File: src/sv/cht_pkg.sv
`timescale 1ns / 1ps

package cht_pkg;

  localparam int TABLE_DEPTH_DEF = 64;
  localparam int KEY_W           = 31;
  localparam int VAL_W           = 32;
  localparam int KICK_W          = 10;
  localparam int CMD_W           = 2;
  localparam int STATUS_W        = 2;

  localparam logic [KICK_W-1:0] KICKS_RST = KICK_W'(128);

  localparam logic [CMD_W-1:0] CMD_LOOKUP = 2'd0;
  localparam logic [CMD_W-1:0] CMD_INSERT = 2'd1;
  localparam logic [CMD_W-1:0] CMD_DELETE = 2'd2;

  localparam logic [STATUS_W-1:0] ST_OK       = 2'd0;
  localparam logic [STATUS_W-1:0] ST_NOT_FND  = 2'd1;
  localparam logic [STATUS_W-1:0] ST_FULL     = 2'd2;

  typedef struct packed {
    logic             valid;
    logic [KEY_W-1:0] key;
    logic [VAL_W-1:0] value;
  } entry_t;

  localparam int ENTRY_W = $bits(entry_t);

  typedef enum logic [2:0] {
    S_CLEAR,
    S_IDLE,
    S_HASH,
    S_CHECK,
    S_KHASH,
    S_KCHECK
  } state_t;

endpackage

File: src/sv/cht_hash.sv
`timescale 1ns / 1ps

module cht_hash #(
  parameter int DEPTH = cht_pkg::TABLE_DEPTH_DEF
) (
  input  logic                        clk,
  input  logic                        rst_n,
  input  logic                        start,
  input  logic [cht_pkg::KEY_W-1:0]   key,
  output logic                        done,
  output logic [$clog2(DEPTH)-1:0]    slot0,
  output logic [$clog2(DEPTH)-1:0]    slot1
);

  localparam int AW    = $clog2(DEPTH);
  localparam int KW    = cht_pkg::KEY_W;

  generate
    if ((DEPTH & (DEPTH - 1)) == 0) begin : g_pow2
      logic          done_r;
      logic [AW-1:0] slot0_r;
      logic [AW-1:0] slot1_r;

      always_ff @(posedge clk) begin
        if (!rst_n) begin
          done_r <= 1'b0;
        end else begin
          done_r <= start;
        end
      end

      always_ff @(posedge clk) begin
        if (start) begin
          slot0_r <= key[AW-1:0];
          slot1_r <= AW'(key >> AW);
        end
      end

      assign done  = done_r;
      assign slot0 = slot0_r;
      assign slot1 = slot1_r;
    end else begin : g_div
      localparam int MW = KW + 2;
      localparam int PW = KW + MW;
      localparam int SH = KW + AW;
      localparam logic [PW-1:0] ONE_SH = PW'(1) << SH;
      // ceil(2^SH / DEPTH) keeps the shifted product exact for every key
      localparam logic [MW-1:0] RECIP = MW'((ONE_SH + PW'(DEPTH - 1)) / PW'(DEPTH));
      localparam logic [MW-1:0] DIV   = MW'(DEPTH);

      logic          busy_r;
      logic [1:0]    step_r;
      logic          done_r;
      logic [KW-1:0] num_r;
      logic [KW-1:0] quo_r;
      logic [AW-1:0] slot0_r;
      logic [AW-1:0] slot1_r;
      logic [KW-1:0] mul_a;
      logic [MW-1:0] mul_b;
      logic [PW-1:0] prod;
      logic [KW-1:0] rem;

      // one shared multiplier: even steps form the quotient, odd steps the remainder
      always_comb begin
        mul_a = step_r[0] ? quo_r : num_r;
        mul_b = step_r[0] ? DIV : RECIP;
        prod  = PW'(mul_a) * PW'(mul_b);
        rem   = num_r - prod[KW-1:0];
      end

      always_ff @(posedge clk) begin
        if (!rst_n) begin
          busy_r <= 1'b0;
          step_r <= '0;
          done_r <= 1'b0;
        end else begin
          done_r <= 1'b0;
          if (start) begin
            busy_r <= 1'b1;
            step_r <= '0;
          end else if (busy_r) begin
            step_r <= step_r + 2'd1;
            if (step_r == 2'd3) begin
              busy_r <= 1'b0;
              done_r <= 1'b1;
            end
          end
        end
      end

      // key / DEPTH and key mod DEPTH, then the same again on the quotient
      always_ff @(posedge clk) begin
        if (start) begin
          num_r <= key;
        end else if (busy_r) begin
          case (step_r)
            2'd0: quo_r <= KW'(prod >> SH);
            2'd1: begin
              slot0_r <= rem[AW-1:0];
              num_r   <= quo_r;
            end
            2'd2: quo_r <= KW'(prod >> SH);
            default: slot1_r <= rem[AW-1:0];
          endcase
        end
      end

      assign done  = done_r;
      assign slot0 = slot0_r;
      assign slot1 = slot1_r;
    end
  endgenerate

endmodule

File: config.mk
export PLATFORM = sky130hd
export DESIGN_NAME = cht_hash
export DESIGN_NICKNAME = d
export VERILOG_FILES = /design/src/sv/cht_pkg.sv /design/src/sv/cht_hash.sv
export SDC_FILE = /design/constraint.sdc
export NUM_CORES = 1
export LEC_CHECK = 0
export ABC_AREA = 1
export BUFFER_PORTS_ARGS = -buffer_cell sky130_fd_sc_hd__buf_4
export CORE_MARGIN = 5
export CORE_UTILIZATION = 29
export CTS_BUF_LIST = sky130_fd_sc_hd__clkbuf_8
export DETAILED_ROUTE_END_ITERATION = 12
export GPL_ROUTABILITY_DRIVEN = 0
export HOLD_SLACK_MARGIN = 0.03
export PLACE_DENSITY = 0.75
export SYNTH_ARGS = -nofsm -noshare
export SYNTH_HDL_FRONTEND = slang
export SYNTH_SLANG_ARGS = --single-unit
export TNS_END_PERCENT = 20
File: constraint.sdc
create_clock -name clk -period 0.8 [get_ports clk]
set_input_delay 0.04 -clock clk [delete_from_list [all_inputs] [get_ports clk]]
set_output_delay 0.04 -clock clk [all_outputs]
set_load 0.03 [all_outputs]
* Word level (Yosys, flattened, before mapping)
Index checks and enable logic that the tools add are counted.
Cells by class: $add $sub $neg 0, $mul 0, div/mod/pow operators 0, $lt $le $gt $ge 0, equal/unequal tests 0, shift operators 0, mux-type cells 0, bitwise gates (word level) 0, reductions and logical operators 0
Storage, ports and cells: flip-flop bits (word level) 13, bits in latches 0, RAM bits 0, bits in read-only memories 0, bits of input ports 34, output and inout bits 13, word-level logic and storage cells 3, memories kept 0

* Depth between registers and ports, before layout
Gate-level depths: netlist of run 1.
depth in word-level cells 0, gate-level depth with buffers 2

* Worst setup path after synthesis of run 1
Ideal clock, no wire load.
path kind register to output, from reg g_pow2.slot0_r[0], in the netlist slot0[0], to out slot0[0], data arrival time 496 ps, path slack 264 ps, stages on the path, launching flop included 1, path through edfxtp_1
RTL lines:
- start: declaration | line cht_hash.sv:21 | logic [AW-1:0] slot0_r;
- start signal: assignment | line cht_hash.sv:34 | slot0_r <= key[AW-1:0];
- end: declaration | line cht_hash.sv:11 | output logic [$clog2(DEPTH)-1:0] slot0,
No word-level cell between the ends.

* Final worst setup path of run 1
from reg g_pow2.slot1_r[3], in the netlist slot1[3], to out slot1[3]
RTL lines:
- start: declaration | line cht_hash.sv:22 | logic [AW-1:0] slot1_r;
- start signal: assignment | line cht_hash.sv:35 | slot1_r <= AW'(key >> AW);
- end: declaration | line cht_hash.sv:12 | output logic [$clog2(DEPTH)-1:0] slot1
No word-level cell between the ends.

==> impl.org, run 1 <==
** Timing
- Setup violations remaining at the end of the flow were counted as 5.
- The number of max-slew violations in the final report came to 0.
- The number of failing hold endpoints at the final stage is 0.
- Highest achievable clock rate :: 1200 MHz
- Tightest hold margin :: 0.1305 ns
- Measured against its own limit, the worst slew margin works out to 89.13%.
- Transition time of the tightest slew-check pin :: 0.1631 ns
- Post-route minimum period :: 0.8334 ns
- Fraction of the cycle the final worst path needs :: 104.2%
- Setup ws final :: -0.03343 ns
- Setup repair after global routing could not meet its margin everywhere.

** Job
- Max-capacitance violation count :: 0

** Drt
- Detailed-route wire length per cell :: 12.65 um
- Number of detailed-routing iterations run before antenna repair :: 3
- Post-route antenna net violation count :: 0
- Per-cell via count in the routed design :: 4.014
- For this run, design rule violations remaining after detail routing come to 0.
- Drt initial violations :: 3
- Vias post-DR :: 297
- Wires add up to 936 um.

** Yosys
- Flip-flop cell with the highest count after synthesis :: sky130_fd_sc_hd__edfxtp_1
- By count the netlist is led by 12 x sky130_fd_sc_hd__edfxtp_1, 1 x sky130_fd_sc_hd__dfxtp_1, 1 x sky130_fd_sc_hd__inv_1, 1 x sky130_fd_sc_hd__nand2_1.
- Gate Count Post-Synth :: 15
- Library cell occupying the most area in the post-synthesis netlist :: sky130_fd_sc_hd__edfxtp_1
- Cell with the most instances after synthesis :: sky130_fd_sc_hd__edfxtp_1
- The synthesized design contains 12 enable-type register cells.
- Sequential cell area fraction in the yosys report :: 98.06%
- After synthesis, the mean cell area works out to 25.86 sq um.
- In this run, distinct cell masters in the synthesized netlist total 4.
- After synthesis the netlist holds a flip-flop and latch count of 13.
- Yosys warning total :: 0
- When the netlist entered floorplanning its net count stood at 49.
- Sorting the synthesized cells by area gives the leading types as sky130_fd_sc_hd__edfxtp_1 93%, sky130_fd_sc_hd__dfxtp_1 5.2%, sky130_fd_sc_hd__inv_1 0.97%, sky130_fd_sc_hd__nand2_1 0.97%.
- Share of the synthesized area in the top cell type :: 92.90%
- Async S/R FF share, synth :: 0%
- The synthesized netlist occupies a cell area of 387.9 sq um.

** Final layout
- For this run, the post-layout net count is 94.
- Once layout is done, the placed cells without fillers occupy 829.5 sq um.
- Layout Cells excl Fill :: 74
- Share of post-route cells with drive strength above 1 :: 50.85%
- For this run, the share of the core covered by cells in the final layout is 64.56%.
- The number of antenna diodes in the final layout is 0.
- Area growth syn-to-layout :: 113.9%
- The multi-input combinational cells in the finished layout cover a total of 3.754 sq um.
- Summing all flip-flop and latch instances after layout gives 380.4 sq um.
- Counting the fill cells in the layout gives 100.

** Min path
- Path type of the worst min-delay path :: input pin to flip-flop

** Clock network
- Clock tree from TritonCTS :: built
- TritonCTS Buffers :: 3
- The tree is rooted in a sky130_fd_sc_hd__clkbuf_8.
- After clock tree synthesis, the clock-pin slew on the worst setup and hold paths is 0.05 ns.
- Post-CTS setup buffer count :: 0
- Maximum number of buffers from clock root to sink :: 2
- Counting every sink on the clock net gives 13.
- In this run the number of H-tree levels came out at 1.

** Pwr
- In this run the power spent charging and discharging nets is 0.3817 mW.
- Internal cell power :: 1.313 mW
- Summed over all cells, the static leakage comes to 0.3620 nW.
- Overall power consumption after layout is estimated at 1.695 mW.
- Switching part of the total :: 22.52%
- Max VDD drop :: 1809 uV
- The share of total power dissipated in the clock network is 32.0%.
- Per report_power, the combinational group accounts for 19.3% of the total.
- Per report_power, the sequential group accounts for 48.7% of the total.
- Dividing total power by cell area gives a power density of 2043 nW/um^2.

** Floorplanning
- The region available for standard cell placement spans 1285 sq um.
- Die height :: 46.57 um
- Row Count :: 13
- Area of the die :: 2169 sq um
- The die is 46.57 um wide.
- Starting density of the core :: 30.19%
- Ports placed on the boundary :: 47

** Worst setup path
- The setup path with the least slack is of type flip-flop to primary output.
- Endpoint type of the worst setup path :: primary output
- Buf/Inv on CP :: 1
- Cell family with the largest share of critical-path delay :: flip-flops
- At the worst endpoint, the arrival time is 0.79 ns.
- Highest fanout seen on the critical path :: 1
- Data required time at the worst endpoint :: 0.76 ns
- The largest single stage delay on the critical path is 0.40 ns.
- CP startpoint kind :: flip-flop
- Critical path, cell by cell :: buf_6
- On the critical path, the stage with the largest delay is an instance of sky130_fd_sc_hd__edfxtp_1.

** GRT
- The total overflow left after global routing is 0.
- Pin count of the biggest net entering global routing :: 14
- The number of global-route vias before repair came to 307.
- In the global route stage, overall resource usage came out at 9.662%.
- The first global-routing pass estimated 1.345 mm of wire.
- The number of antenna violations at the first check in global routing came to 0.

** Placement
- Number of input and output port buffers inserted :: 27
- Count of placed standard cells including taps :: 57
- Once placement finished, the instance area stood at 609.3 sq um.

** Run status
- Status :: finished with violations
- Violations in the final reports :: negative setup slack
registers in the layout (all words and copies together) (netlist names):
register	cells
slot1	6
slot0	6
done	1
per-stage QoR:
| step | setup TNS, ns | setup slack [ns] |
|---|---|---|
| after floorplan | 0 | 0.2644 |
| after global placement | 0 | 0.2467 |
| after detailed placement | 0 | 0.2046 |
| after CTS | -0.1308 | -0.04218 |
| after global routing | -0.4184 | -0.06369 |
| final | -0.07109 | -0.03343 |
power by group through the flow:
stage	sequential, mW	clock [mW]	combinational (mW)
after global placement	0.825	0	0.248
after CTS	0.826	0.559	0.329
after global routing	0.831	0.597	0.343
final	0.825	0.543	0.327
after floorplan	0.936	0	0.00174
after detailed placement	0.829	0	0.250
layout by cell type, fill, tap and decap left out:
| cell | netlist | final |
|---|---|---|
| sky130_fd_sc_hd__edfxtp_1 | 12 | 12 |
| sky130_fd_sc_hd__dlygate4sd3_1 | 0 | 13 |
| sky130_fd_sc_hd__buf_4 | 0 | 15 |
| sky130_fd_sc_hd__nand2_1 | 1 | 1 |
| sky130_fd_sc_hd__dfxtp_1 | 1 | 1 |
| sky130_fd_sc_hd__clkbuf_8 | 0 | 3 |
| sky130_fd_sc_hd__inv_1 | 1 | 2 |
| sky130_fd_sc_hd__buf_6 | 0 | 12 |
layer usage:
metal | GRT usage, % | vias up | share of wire (%)
met5 | 0 | - | 0
met4 | 5.114 | 0 | 1.7
met3 | 4.297 | 2 | 11
met2 | 15.66 | 18 | 50
met1 | 10.46 | 134 | 37
li1 | - | 143 | -
repair_timing:
| item | 4_1_cts | 5_1_grt |
|---|---|---|
| setup endpoints to repair | 12 | 12 |
| gates resized for setup | 12 | 0 |
| hold buffers | 13 | 0 |
| hold endpoints to repair | 13 | 0 |
cell families (layout without fill, tap and decap cells):
kind of cell / count (synthesis) / in the layout / share of synthesized area [%]
flops: 13 / 13 / 98.07
buf+inv: 1 / 45 / 0.9668
simple gates: 1 / 1 / 0.9668
worst paths after layout:
check	startpoint	end	slack (ns)	cells after the start
max	slot1[3]$_DFFE_PP_	slot1[3]	-0.03	1
min	start	done$_SDFF_PN0_	0.13	3
final cells by class:
class,instances,area share [%]
clock inverter,1,0.4525
multi-input combinational,1,0.4525
inverter,1,0.4525
sequential,13,45.85
clock buffer,3,4.977
timing repair buffer,40,45.55
tap,15,2.262
Power figures use the tool's default switching activity.
==> inputs of run 2 (changes only) <==
PLACE_DENSITY = default   (was 0.75)
PLACE_DENSITY_LB_ADDON = 0.3   (was default)
==> run 2 against run 1 <==
- the flow still finishes with violations (negative setup slack)
- final area is 0.15% higher
- first-iteration DRC count is 67% lower
- sequential share of layout area shrank 0.069 points
- flip-flop and latch count did not move
- via count fell by 3.0%
- utilization increased by 0.097 points
- combinational power hardly changed
- count of clock-buffer cells in the layout did not move
- total power is 1.3% higher
- critical path type unchanged
- largest cell class unchanged
==> impl.org, run 2 (synthesis gave the netlist of run 1 again) <==
** Drt
- Detailed-route wire length per cell :: 11.47 um (-9.3%)
- Per-cell via count in the routed design :: 3.892 (-3.0%)
- Post-route antenna net violation count :: 0 (unchanged)
- Number of detailed-routing iterations run before antenna repair :: 5 (+2)
- The initial DRC count is 1 (-2).
- The remaining design rule violation count was 0 (unchanged).
- The total vias in the final route is 288 (-3.0%).
- DRT Wirelength :: 849 um (-9.3%)

** Worst setup path
- The critical path is of the flip-flop to primary output type.
- In this run the worst setup path begins at slot0[2]$_DFFE_PP_.
- The stage delay of the slowest cell on the critical path was 0.39 ns (about the same).
- The worst setup path is launched from a flip-flop.
- Stages on worst setup path :: 1 (unchanged)
- The maximum fanout count along the critical path was 1 (unchanged).
- Library cell contributing the largest single delay on the critical path :: sky130_fd_sc_hd__edfxtp_1
- Critical path, cell by cell :: buf_6
- In this design, the largest share of critical-path delay is due to flip-flops.
- Following the worst setup path forward leads to its endpoint at slot0[2].
- Crit path DAT :: 0.78 ns (about the same)
- The worst path buffer plus inverter count came to 1 (unchanged).
- The data required time of the critical path was 0.76 ns (about the same).
- The worst setup path is captured at a primary output.

** Clock network
- Maximum number of buffers from clock root to sink :: 2 (unchanged)
- The number of buffers created by CTS was 3 (unchanged).
- Number of sinks driven by the clock tree :: 13 (unchanged)
- The root buffer cell chosen for the clock tree is sky130_fd_sc_hd__clkbuf_8.
- Clock tree from TritonCTS :: built
- The number of H-tree branching levels came to 1 (unchanged).
- Register clock-pin slew on the reported worst setup and hold paths :: 0.05 ns (about the same)

** Timing
- The worst relative slew slack came to 89.70% (+0.57 points).
- Highest achievable clock rate :: 1220 MHz (+1.7%)
- The number of max-slew violations in the final report came to 0 (unchanged).
- Hold Vio Cnt, Final :: 0 (unchanged)
- Fraction of the cycle the final worst path needs :: 102.5% (-1.7 points)
- Total negative setup slack :: -0.07740 ns (-0.006304 ns)
- The number of endpoints failing setup at the final stage was 12 (+7).
- Transition time of the tightest slew-check pin :: 0.1545 ns (-0.008619 ns)
- Setup repair after global routing could not meet its margin everywhere.
- The final critical-path required period was 0.8199 ns (-0.01355 ns).
- Tightest hold margin :: 0.1081 ns (-0.02243 ns)
- The setup slack of the critical path after layout came to -0.01988 ns (+0.01355 ns).

** GRT
- Remaining global-route overflow :: 0 (unchanged)
- The wire length of the first global-routing pass came to 1.290 mm (-4.1%).
- Vias in the first global route :: 305 (-0.65%)
- Antenna violations before repair :: 0 (unchanged)
- Pin count of the biggest net entering global routing :: 14 (unchanged)
- The overall track demand over capacity in global routing was 9.347% (-0.31 points).

** Floorplanning
- Width of the die :: 46.57 um (unchanged)
- The initial cell density of the core came to 30.19% (unchanged).
- Ports placed on the boundary :: 47 (unchanged)
- The die extent in y was 46.57 um (unchanged).
- Row Count :: 13 (unchanged)
- Core Region :: 1285 sq um (unchanged)
- Area of the die :: 2169 sq um (unchanged)

** Final layout
- The layout cell share with drive strength beyond 1 was 52.54% (+1.7 points).
- In the layout the commonest cells are 15 x sky130_fd_sc_hd__buf_4, 13 x sky130_fd_sc_hd__dlygate4sd3_1, 12 x sky130_fd_sc_hd__buf_6, 12 x sky130_fd_sc_hd__edfxtp_1, 3 x sky130_fd_sc_hd__clkbuf_8.
- Final design utilization :: 64.65% (+0.097 points)
- Area growth syn-to-layout :: 114.2%
- The number of nets in the final layout came to 94 (unchanged).
- Area of the multi-input gates :: 3.754 sq um (unchanged)
- The total area of sequential cells was 380.4 sq um (unchanged).
- The layout filler cell count came to 96 (-4.0%).
- Diodes inserted :: 0 (unchanged)
- Final Cell Area :: 830.8 sq um (+0.15%)
- Leaving out fill and tap cells, the most frequent cell in the layout is sky130_fd_sc_hd__buf_4.

** Pwr
- PD cells :: 2066 nW/um^2 (+1.1%)
- The largest vdd supply drop is 1141 uV (-37%).
- The sum of internal, switching and leakage power was 1.716 mW (+1.3%).
- Static leakage :: 0.3606 nW (-0.39%)

** Min path
- Depth of the worst hold-timing path :: 3 (unchanged)
- The worst hold path belongs to the class input pin to flip-flop.

** Job
- Max-capacitance violation count :: 0 (unchanged)

** Placement
- Detailed placement ended at an HPWL of 588.1 um.
- The placed cell area is 609.3 sq um (unchanged).
- The number of buffers added on ports is 27 (unchanged).

** Run status
- The run finished, with violations left.
- The checks that failed: negative setup slack.
==> run 2: layer usage <==
layer	GRT usage, %	wire length [um]	vias to the layer above
met1	8.293	251	125
met3	2.344	88	2
met5	0	0	-
li1	-	-	143
met2	17.58	491	18
met4	6.818	18	0
==> run 2: cell type report <==
type	count	share of cell area (%)
flip-flops and latches	13	45.78
multi-input cells	1	0.4518
clock inverters	1	0.6024
repair buffers	40	45.48
well taps	15	2.259
inverters	1	0.4518
clock buffers	3	4.970
==> run 2: how the worst min path moves through the flow <==
stage | start | to | slack, ns
6_report | start | done$_SDFF_PN0_ | 0.11
5_1_grt | start | done$_SDFF_PN0_ | 0.11
4_1_cts | start | done$_SDFF_PN0_ | 0.11
3_5_place_dp | key[3] | slot0[3]$_DFFE_PP_ | 0.22
3_3_place_gp | key[0] | slot0[0]$_DFFE_PP_ | 0.22
2_1_floorplan | start | done$_SDFF_PN0_ | 0.13
==> run 2: per-stage QoR <==
step                      instances  setup slack, ns
final                            74         -0.01988
after detailed placement         57           0.2229
after global placement           57           0.2427
after global routing             74         -0.04936
after CTS                        74         -0.03392
after floorplan                  15           0.2644
==> run 2: power breakdown <==
group          internal [mW]  switching, mW
combinational          0.174          0.152
sequential             0.802         0.0215
clock                  0.343          0.223
total                   1.32          0.397
==> run 2: what timing repair did <==
item                                   4_1_cts  5_1_grt
gates cloned                                 0        0
buffers inserted                             0        0
gates resized for setup                     12        0
setup endpoints to repair                   12       12
endpoints found under the hold margin       13        0
hold buffers                                13        0
pin swaps                                    0        0
